## src/ternary_weight_quantize_pack_macros.svh

```systemverilog
// Assertion macros for the ternary weight quantizer and packer.
// Each expects a clock named clk and a synchronous active-high reset named rst in scope.
`ifndef TERNARY_WEIGHT_QUANTIZE_PACK_MACROS_SVH
`define TERNARY_WEIGHT_QUANTIZE_PACK_MACROS_SVH

// Same-cycle implication, checked outside reset.
`define TWQ_ASSERT_IMPLY(label, ante, cons, msg) \
  label: assert property (@(posedge clk) disable iff (rst) (ante) |-> (cons)) \
    else $error(msg);

// Next-cycle implication, checked outside reset.
`define TWQ_ASSERT_NEXT(label, ante, cons, msg) \
  label: assert property (@(posedge clk) disable iff (rst) (ante) |=> (cons)) \
    else $error(msg);

`endif

```

## src/twq_pkg.sv

```systemverilog
// Shared types, widths and codes for the ternary weight quantizer and packer.
// No dependencies; every other file but the macros header imports this package.
`default_nettype none

package twq_pkg;

  localparam int WEIGHT_BITS    = 16;
  localparam int COUNT_BITS     = 24;
  localparam int CODES_PER_WORD = 16;

  localparam int SUM_BITS   = 40;
  localparam int DATA_BITS  = 40;
  localparam int TOTAL_BITS = 24;
  localparam int COL_BITS   = 16;
  localparam int CODE_BITS  = 2;
  localparam int WORD_BITS  = CODE_BITS * CODES_PER_WORD;
  localparam int SLOT_BITS  = $clog2(CODES_PER_WORD);
  localparam int PROD_BITS  = WEIGHT_BITS + COUNT_BITS + 1;
  localparam int CMP_BITS   = (PROD_BITS > SUM_BITS) ? PROD_BITS : SUM_BITS;

  localparam logic [COL_BITS-1:0]   ROW_LENGTH_RESET = COL_BITS'(16);
  localparam logic [SUM_BITS-1:0]   SUM_MAX   = {SUM_BITS{1'b1}};
  localparam logic [COUNT_BITS-1:0] COUNT_MAX = {COUNT_BITS{1'b1}};

  localparam logic OP_ACCUMULATE = 1'b0;
  localparam logic OP_QUANTIZE   = 1'b1;

  localparam logic KIND_WORD  = 1'b0;
  localparam logic KIND_TOTAL = 1'b1;

  localparam logic [CODE_BITS-1:0] CODE_ZERO = 2'b00;
  localparam logic [CODE_BITS-1:0] CODE_POS  = 2'b01;
  localparam logic [CODE_BITS-1:0] CODE_NEG  = 2'b11;

  typedef struct packed {
    logic                          operation;
    logic signed [WEIGHT_BITS-1:0] weight;
    logic                          last_of_pass;
  } in_item_t;

  typedef struct packed {
    logic                  kind;
    logic [DATA_BITS-1:0]  data;
    logic [TOTAL_BITS-1:0] weight_total;
    logic                  overflow;
  } out_item_t;

endpackage

`default_nettype wire

```

## src/twq_ternary.sv

```systemverilog
// Ternary decision for one weight: magnitude, sign and the 2-bit code.
// Depends on twq_pkg for widths and code values.
`default_nettype none

module twq_ternary import twq_pkg::*; (
  input  wire logic signed [WEIGHT_BITS-1:0] weight,
  input  wire logic [SUM_BITS-1:0]           magnitude_sum,
  input  wire logic [COUNT_BITS-1:0]         item_count,
  output logic [WEIGHT_BITS-1:0]             magnitude,
  output logic [CODE_BITS-1:0]               code
);

  logic [WEIGHT_BITS-1:0]             weight_u;
  logic                               negative;
  logic [WEIGHT_BITS+COUNT_BITS-1:0]  product;
  logic [CMP_BITS-1:0]                scaled;
  logic                               reaches_mean;

  assign weight_u = weight;
  assign negative = weight[WEIGHT_BITS-1];

  // The most negative weight wraps to 2^(WEIGHT_BITS-1), which is its true magnitude.
  assign magnitude = negative ? (~weight_u + 1'b1) : weight_u;

  assign product = (WEIGHT_BITS+COUNT_BITS)'(magnitude) * (WEIGHT_BITS+COUNT_BITS)'(item_count);

  // 2*|w|*count >= sum stands in for |w| >= mean/2 without a divide
  assign scaled       = CMP_BITS'({product, 1'b0});
  assign reaches_mean = scaled >= CMP_BITS'(magnitude_sum);

  always_comb begin
    if (magnitude != '0 && reaches_mean) begin
      code = negative ? CODE_NEG : CODE_POS;
    end else begin
      code = CODE_ZERO;
    end
  end

endmodule

`default_nettype wire
```

## config.mk

```make
export PLATFORM = sky130hd
export DESIGN_NAME = twq_ternary
export DESIGN_NICKNAME = d
export VERILOG_FILES = /design/src/ternary_weight_quantize_pack_macros.svh /design/src/twq_pkg.sv /design/src/twq_ternary.sv
export SDC_FILE = /design/constraint.sdc
export NUM_CORES = 1
export LEC_CHECK = 0
export ABC_AREA = 1
export CORE_MARGIN = 8
export CORE_UTILIZATION = 50
export DETAILED_ROUTE_END_ITERATION = 6
export DONT_BUFFER_PORTS = 1
export PLACE_DENSITY_LB_ADDON = 0.25
export SLEW_MARGIN = 20
export SYNTH_ARGS = -nofsm -noshare
export SYNTH_HDL_FRONTEND = slang
export SYNTH_SLANG_ARGS = --single-unit
```

## constraint.sdc

```tcl
create_clock -name vclk -period 11.55
set_clock_uncertainty 0.2 [all_clocks]
set_input_delay 2.31 -clock vclk [all_inputs]
set_output_delay 2.31 -clock vclk [all_outputs]
set_load 0.005 [all_outputs]
```

==> results of run 1 <==
[per-stage QoR]
stage | utilization, % | setup TNS [ps] | instances | area (um^2)
floorplan | - | 0 | 1890 | 14200
global placement | 58.33 | -1184 | 2427 | 16200
detailed placement | 58.33 | -1336 | 2427 | 16200
CTS | 59.91 | -510.0 | 2436 | 16640
global route | 61.39 | -1370 | 2447 | 17060
finish | 61.39 | -828.7 | 2447 | 17060
[routing by layer]
layer | GRT usage, % | routed length [um] | up-vias
met5 | 0 | 0 | -
met4 | 7.874 | 1567 | 0
met1 | 33.83 | 17620 | 6265
met3 | 3.261 | 2714 | 92
met2 | 46.34 | 21880 | 419
li1 | - | - | 5838
[worst max-delay path, delay by kind of cell]
kind,cells,cell delay [ps]
XOR/XNOR,1,140
adder cells (fa/ha/maj),9,3910
AO/OA/AOI/OAI,2,160
buffers and inverters,10,860
AND/OR/NAND/NOR,18,2080
[cells by family (layout without fill, tap and decap cells)]
group                      Yosys count  count (layout)  share of synthesized area (%)
AOI/OAI and AO/OA                  124             124                          5.073
xor gates and xnor gates            41              41                          2.657
adders and majority gates          458             458                          57.01
buffers and inverters              578             757                          15.66
and+or+nand+nor                    689             689                          19.60
[layout by cell type (no fill, tap or decap), drive strengths merged, types with 5 or more instances in the layout]
master | synthesis | final
nor3 | 13 | 13
fa | 306 | 306
nand3 | 37 | 37
inv | 516 | 516
ha | 152 | 152
a21oi | 58 | 58
buf | 27 | 235
clkinv | 5 | 6
a21o | 7 | 7
xnor2 | 13 | 13
o21ai | 37 | 37
nand4 | 7 | 7
nor2 | 183 | 183
xor2 | 28 | 28
nand2 | 440 | 440
nor4 | 5 | 5
[what timing repair did]
action | 4_1_cts | 5_1_grt
hold endpoints to repair | 0 | 0
buffers inserted | 9 | 10
pin swaps | 36 | 46
setup endpoints to repair | 2 | 2
cloned | 0 | 1
gates resized for setup | 83 | 81
[worst max-delay path by stage]
stage	to	slack [ps]	startpoint
global placement	code[1]	-630	weight[1]
finish	code[1]	-430	weight[0]
global route	code[1]	-700	weight[0]
CTS	code[1]	-270	weight[1]
detailed placement	code[1]	-710	weight[1]
floorplan	code[1]	30	weight[0]
[layout make-up]
| type | instances | area [um^2] |
|---|---|---|
| fillers | 2526 | 10730 |
| inverters | 521 | 2012 |
| multi-input cells | 1312 | 12560 |
| well taps | 378 | 473.0 |
| repair buffers | 235 | 2007 |
| repair inverters | 1 | 6.256 |
==> summary.txt, run 1 <==
GRT
  – First-pass GRT wire length: 70310 um
  – GRT Residual Overflow: 0
  – Initial antenna violation count: 0
  – Tot GR Track Use: 26.46%
  – Largest net degree at the start of global routing: 27
  – Vias in the first global route: roughly 14000

Timing
  – RSZ-0062 raised after global routing: yes
  – Setup ws final: -430.0 ps
  – Hold_ws: 4420 ps
  – Min Tclk post-route: 11980 ps
  – Final period util: 103.7%
  – Final setup viols: 2
  – Final Hold Fails: 0
  – Fmax: 83.47 MHz
  – Worst-Margin Slew: 411.3 ps
  – Slew margin rel.: between 70% and 80%
  – Slew Limit Fails: 0

Logic synthesis
  – Synthesized Nets: roughly 2400
  – Post-synthesis instance total: around 1900
  – Post-synthesis cell type count: between 40 and 50
  – Sequential area share after synthesis: 0%
  – Top-count cell post-synth: inv_1
  – Top cells by count, synth: inv_1 (501), nand2_1 (436), fa_1 (306)
  – Post-Syn Area: ~14000 um^2
  – Synth top area cells: fa_1 (44%), ha_1 (14%), inv_1 (13%), nand2_1 (12%), nor2_1 (4.8%)
  – Synth top area share: a little over two fifths
  – Area leader, netlist: fa_1
  – Mapped Avg Cell Area: 7.451 um^2
  – Syn. warnings: 0

Drt
  – Vias per inst: 5.155
  – Final ANT Viol Nets: 0
  – 1st-pass router iterations: 7
  – Routed wire per std cell: 17.89 um
  – DRT Wirelength: between 40000 and 50000 um
  – DR DRC count: 2
  – DR vias: 12610
  – 1st-iter DRT viols: 852

Setup path
  – CP required: approximately 9000 ps
  – CP peak stage delay: 610 ps
  – Crit-path max FO: 26
  – Crit path top cell by count: nand2_2
  – Crit path DAT: about 9500 ps
  – Setup CP Type: in2out
  – Crit path launch type: input pin
  – CP max stage cell: fa_2
  – Crit. End Element: primary output

Placed design
  – RePlAce Congestion: roughly 0.94
  – Pre-CTS setup slack: -710.6 ps
  – Hpwl dp: around 38000 um
  – Port Buf Inserts: 0

Cells and area
  – Fin nets: 2609
  – Syn-to-layout area delta: 21.12%
  – Seq_cells: 0
  – Diodes inserted: 0
  – Register area: 0 um^2
  – Share of cells above drive strength 1: 18.99%
  – Clk_buf instances: 0

Worst hold path
  – Hold path start: weight[0]
  – Min-Delay Path Class: in2out
  – Hold path cells: 0
  – Hold Path Sink: magnitude[0]

Outcome
  – Status: finished with violations
  – Failing checks: DRC, setup timing

CTS
  – Post-CTS Hold Fix Bufs: 0

Die
  – Initial Util: between 50% and 60%
  – Die Wd: 183.8 um
  – I/O Pins: 98
  – Die area: 33790 um^2
  – Die Span Y: 183.8 um
  – Core area: approximately 28000 um^2
  – Rows: 61

Job
  – Max-Cap Viols: 0
Power of run 1 is left out: the tool's default activity adds up to more than one toggle a clock period on the data nets, which glitch-free logic cannot reach.
==> run 2: changes to the inputs <==
Settings changed: CORE_MARGIN 8 to not set.
==> run 2 against run 1 <==
Effect of this change:
- the run ends with setup timing left
- sequential cell count did not move
- global-route usage rose by 4.7 points
- wire length fell by 1.0%
- utilization fell by 0.10 points
- count of clock-buffer cells in the layout did not move
- sequential share of layout area did not move
- largest cell class unchanged
==> summary.txt, run 2 (same netlist as run 1, synthesis figures left out) <==
Setup path
  – Crit path top cell by count: fa_1
  – Crit path launch type: input pin
  – CP max stage cell: fa_1
  – Crit path DAT: 9340 ps
  – Crit-path max FO: 5
  – CP peak stage delay: 540 ps
  – CP required: 9040 ps
  – Setup CP Type: in2out
  – Crit. End Element: primary output
  – Setup crit start: weight[1]

Die
  – Initial Util: 50.69%
  – I/O Pins: 98
  – Die area: a little under 30000 um^2
  – Core area: 27780 um^2
  – Rows: 61
  – Die Wd: ~170 um
  – Die Span Y: 169.8 um

GRT
  – Largest net degree at the start of global routing: 27
  – Initial antenna violation count: 1
  – Vias in the first global route: 13260
  – GRT Residual Overflow: 0
  – Tot GR Track Use: 31.15%
  – First-pass GRT wire length: 68470 um

Cells and area
  – Commonest non-fill, non-tap cells in the layout: inv_1 (486), nand2_1 (415), fa_1 (296)
  – Final instance area: 17030 um^2
  – Syn-to-layout area delta: 20.92%
  – Commonest non-fill, non-tap cell in the layout: inv_1
  – Seq_cells: 0
  – Register area: 0 um^2
  – Clk_buf instances: 0
  – Fin nets: 2600
  – Share of cells above drive strength 1: 19.27%

Timing
  – Min Tclk post-route: 11850 ps
  – Hold_ws: 4420 ps
  – Worst-Margin Slew: 380.2 ps
  – RSZ-0062 raised after global routing: yes
  – Final setup viols: 2
  – Final Hold Fails: 0
  – Fmax: 84.40 MHz
  – Final period util: 102.6%
  – Slew margin rel.: 74.00%
  – Slew Limit Fails: 0
  – Setup ws final: -298.5 ps

Drt
  – Vias per inst: a little over 5
  – DRT Wirelength: 43340 um
  – Final ANT Viol Nets: 0
  – DR DRC count: 0
  – 1st-iter DRT viols: 750
  – DR vias: 12580
  – Routed wire per std cell: 17.77 um
  – 1st-pass router iterations: 6

Placed design
  – Pre-CTS setup slack: -867.6 ps
  – Post-DP Area: 15990 um^2
  – RePlAce Congestion: about 0.97
  – Hpwl dp: about 37000 um
  – Port Buf Inserts: 0

Worst hold path
  – Hold path start: weight[0]
  – Min-Delay Path Class: in2out

Outcome
  – Status: finished with violations
  – Failing checks: setup timing

CTS
  – Post-CTS Hold Fix Bufs: 0

Job
  – Max-Cap Viols: 0
-- run 2: cell types whose count changed in the layout (fill, tap and decap cells not counted), moves of 4 or more --
cell / delta
ha_4: +4
o21ai_0: -5
inv_1: -9
a21oi_2: -4
buf_4: -8
fa_1: -5
nor2_1: +4
inv_2: +10
buf_12: -6
fa_2: +5
-- run 2: critical path: cells and delay by family --
family                   cells  cell delay (ps)
AO/OA/AOI/OAI                9             1310
XOR/XNOR                     2              400
adder cells (fa/ha/maj)      9             3840
buffers and inverters       10              780
AND/OR/NAND/NOR              9              700
-- run 2: final cells by class --
| cell class | instances | area [um^2] |
|---|---|---|
| diodes | 1 | 2.502 |
| fillers | 2588 | 10750 |
| inverters | 521 | 1969 |
| multi-input cells | 1312 | 12660 |
| well taps | 378 | 473.0 |
| repair buffers | 226 | 1911 |
| repair inverters | 1 | 7.507 |
-- run 2: through the flow --
step	utilization, %	std cells	setup TNS (ps)
3_3_place_gp	57.56	2407	-1472
6_report	61.29	2439	-584.7
4_1_cts	60.94	2435	-419.0
5_1_grt	61.28	2438	-1180
2_1_floorplan	-	1890	0
3_5_place_dp	57.56	2407	-1666
-- run 2: per-layer routing --
layer | up-vias | share of wire (%) | GRT usage (%)
li1 | 5816 | - | -
met4 | 0 | 4.2 | 11.28
met2 | 473 | 50 | 54.54
met1 | 6182 | 39 | 39.53
met5 | - | 0 | 0
met3 | 112 | 7.1 | 3.721
-- run 2: final timing paths --
check                 depth (start not counted)  slack [ps]           end
worst max-delay path                         39        -300       code[0]
worst min-delay path                          0        4420  magnitude[0]
-- run 2: timing repair --
| action | 4_1_cts | 5_1_grt |
|---|---|---|
| pin swaps | 108 | 25 |
| cloned | 2 | 0 |
| resized for setup | 174 | 16 |
| buffers inserted | 26 | 3 |
| setup endpoints to repair | 2 | 2 |
Power of run 2 is left out for the same reason.
==> run 3: changes to the inputs <==
Settings changed: CORE_UTILIZATION 50 to 55.
Clock period 11.55 ns to 10.5 ns, I/O delays scaled along.
==> run 3 against run 2 <==
Effect of this change:
- the flow still finishes with violations (setup timing)
- via count rose by 3.6%
- non-clock buffer count is 34 higher
- die area shrank 9.0%
- sequential share of layout area is the same
- global-route usage grew 3.8 points
- critical endpoint is now code[1]
==> summary.txt, run 3 (same netlist as run 1, synthesis figures left out) <==
GRT
  – Initial antenna violation count: 1
  – First-pass GRT wire length: 70350 um
  – GRT Residual Overflow: 0
  – Vias in the first global route: 13440
  – Tot GR Track Use: 34.95%
  – Largest net degree at the start of global routing: 27

Setup path
  – Setup CP Type: in2out
  – Crit path capture: code[1]
  – Crit. End Element: primary output
  – Crit-path max FO: 7
  – CP required: 8200 ps
  – Top Family by Delay on Critical Path: adder cells
  – Crit path DAT: 9170 ps
  – Stages on worst setup path: 41
  – Setup crit start: weight[4]
  – CP max stage cell: fa_2
  – Crit path launch type: input pin
  – Buf/Inv on CP: 9
  – Crit path top cell by count: nand2_1
  – CP peak stage delay: 530 ps

Die
  – Rows: 58
  – Initial Util: between 50% and 60%
  – Die Span Y: 162.0 um
  – Die Wd: 162.0 um
  – I/O Pins: 98
  – Die area: 26250 um^2
  – Core area: 25180 um^2

Placed design
  – Post-DP Area: 16430 um^2
  – RePlAce Congestion: between 1 and 1.5
  – Port Buf Inserts: 0
  – Hpwl dp: approximately 37000 um

Worst hold path
  – Min-Delay Path Class: in2out

Cells and area
  – Final instance area: between 15000 and 20000 um^2
  – Share of cells above drive strength 1: 22.49%
  – Commonest non-fill, non-tap cell in the layout: inv_1
  – Filler cells: between 2000 and 2500
  – Seq_cells: 0
  – Fin nets: 2634
  – Syn-to-layout area delta: 24.11%
  – Register area: 0 um^2
  – Commonest non-fill, non-tap cells in the layout: inv_1 (480), nand2_1 (395), fa_1 (294)
  – Clk_buf instances: 0

Drt
  – DR vias: 13030
  – Vias per inst: roughly 5.4
  – Routed wire per std cell: 18.77 um
  – Final ANT Viol Nets: 0
  – DR DRC count: 0
  – DRT Wirelength: 45530 um
  – 1st-iter DRT viols: 941
  – 1st-pass router iterations: 5

Timing
  – RSZ-0062 raised after global routing: yes
  – Final setup viols: 2
  – Slew margin rel.: 76.97%
  – Fin Setup TNS: -1902 ps
  – Slew Limit Fails: 0
  – Min Tclk post-route: between 10000 and 15000 ps
  – Worst-Margin Slew: 343.0 ps
  – Final period util: 109.2%
  – Setup ws final: -970.6 ps
  – Final Hold Fails: 0
  – Fmax: ~87 MHz

Job
  – Max-Cap Viols: 0

Outcome
  – Failing checks: setup timing
  – Status: finished with violations
## run 3: metal layers
| metal | global-route usage, % | share of wire, % |
|---|---|---|
| met4 | 11.23 | 4.0 |
| met2 | 58.12 | 48 |
| met5 | 0 | 0 |
| met1 | 46.32 | 39 |
| met3 | 6.154 | 8.9 |
## run 3: timing repair
action / 4_1_cts / 5_1_grt
resized for setup: 106 / 71
endpoints found under the setup margin: 2 / 2
pin swaps: 80 / 73
buffers inserted: 14 / 24
hold buffers: 0 / 0
gates cloned: 2 / 1
## run 3: per-stage QoR
stage,utilization (%),setup WS [ps],instances,hold slack (ps)
final,69.40,-970.6,2425,4000
after global routing,69.39,-1234,2424,4003
after CTS,67.49,-784.8,2399,4001
after detailed placement,65.26,-1109,2383,4000
after global placement,65.26,-1126,2383,4000
after floorplan,-,-354.0,1890,4081
## run 3: layout make-up
| cell class | instances | area [um^2] | area share, % |
|---|---|---|---|
| multi-input cells | 1312 | 12840 | 73.45 |
| repair buffers | 260 | 2235 | 12.79 |
| inverters | 521 | 1986 | 11.36 |
| diodes | 1 | 2.502 | 0.01432 |
| well taps | 330 | 412.9 | 2.363 |
| repair inverters | 1 | 5.005 | 0.02864 |
## run 3: worst min path at each step
stage / from / to / slack, ps / depth (start not counted)
after floorplan: weight[0] / magnitude[0] / 4080 / 1
after global placement: weight[0] / magnitude[0] / 4000 / 0
after detailed placement: weight[0] / magnitude[0] / 4000 / 0
after CTS: weight[0] / magnitude[0] / 4000 / 0
after global routing: weight[0] / magnitude[0] / 4000 / 0
final: weight[0] / magnitude[0] / 4000 / 0
Power of run 3 is left out for the same reason.
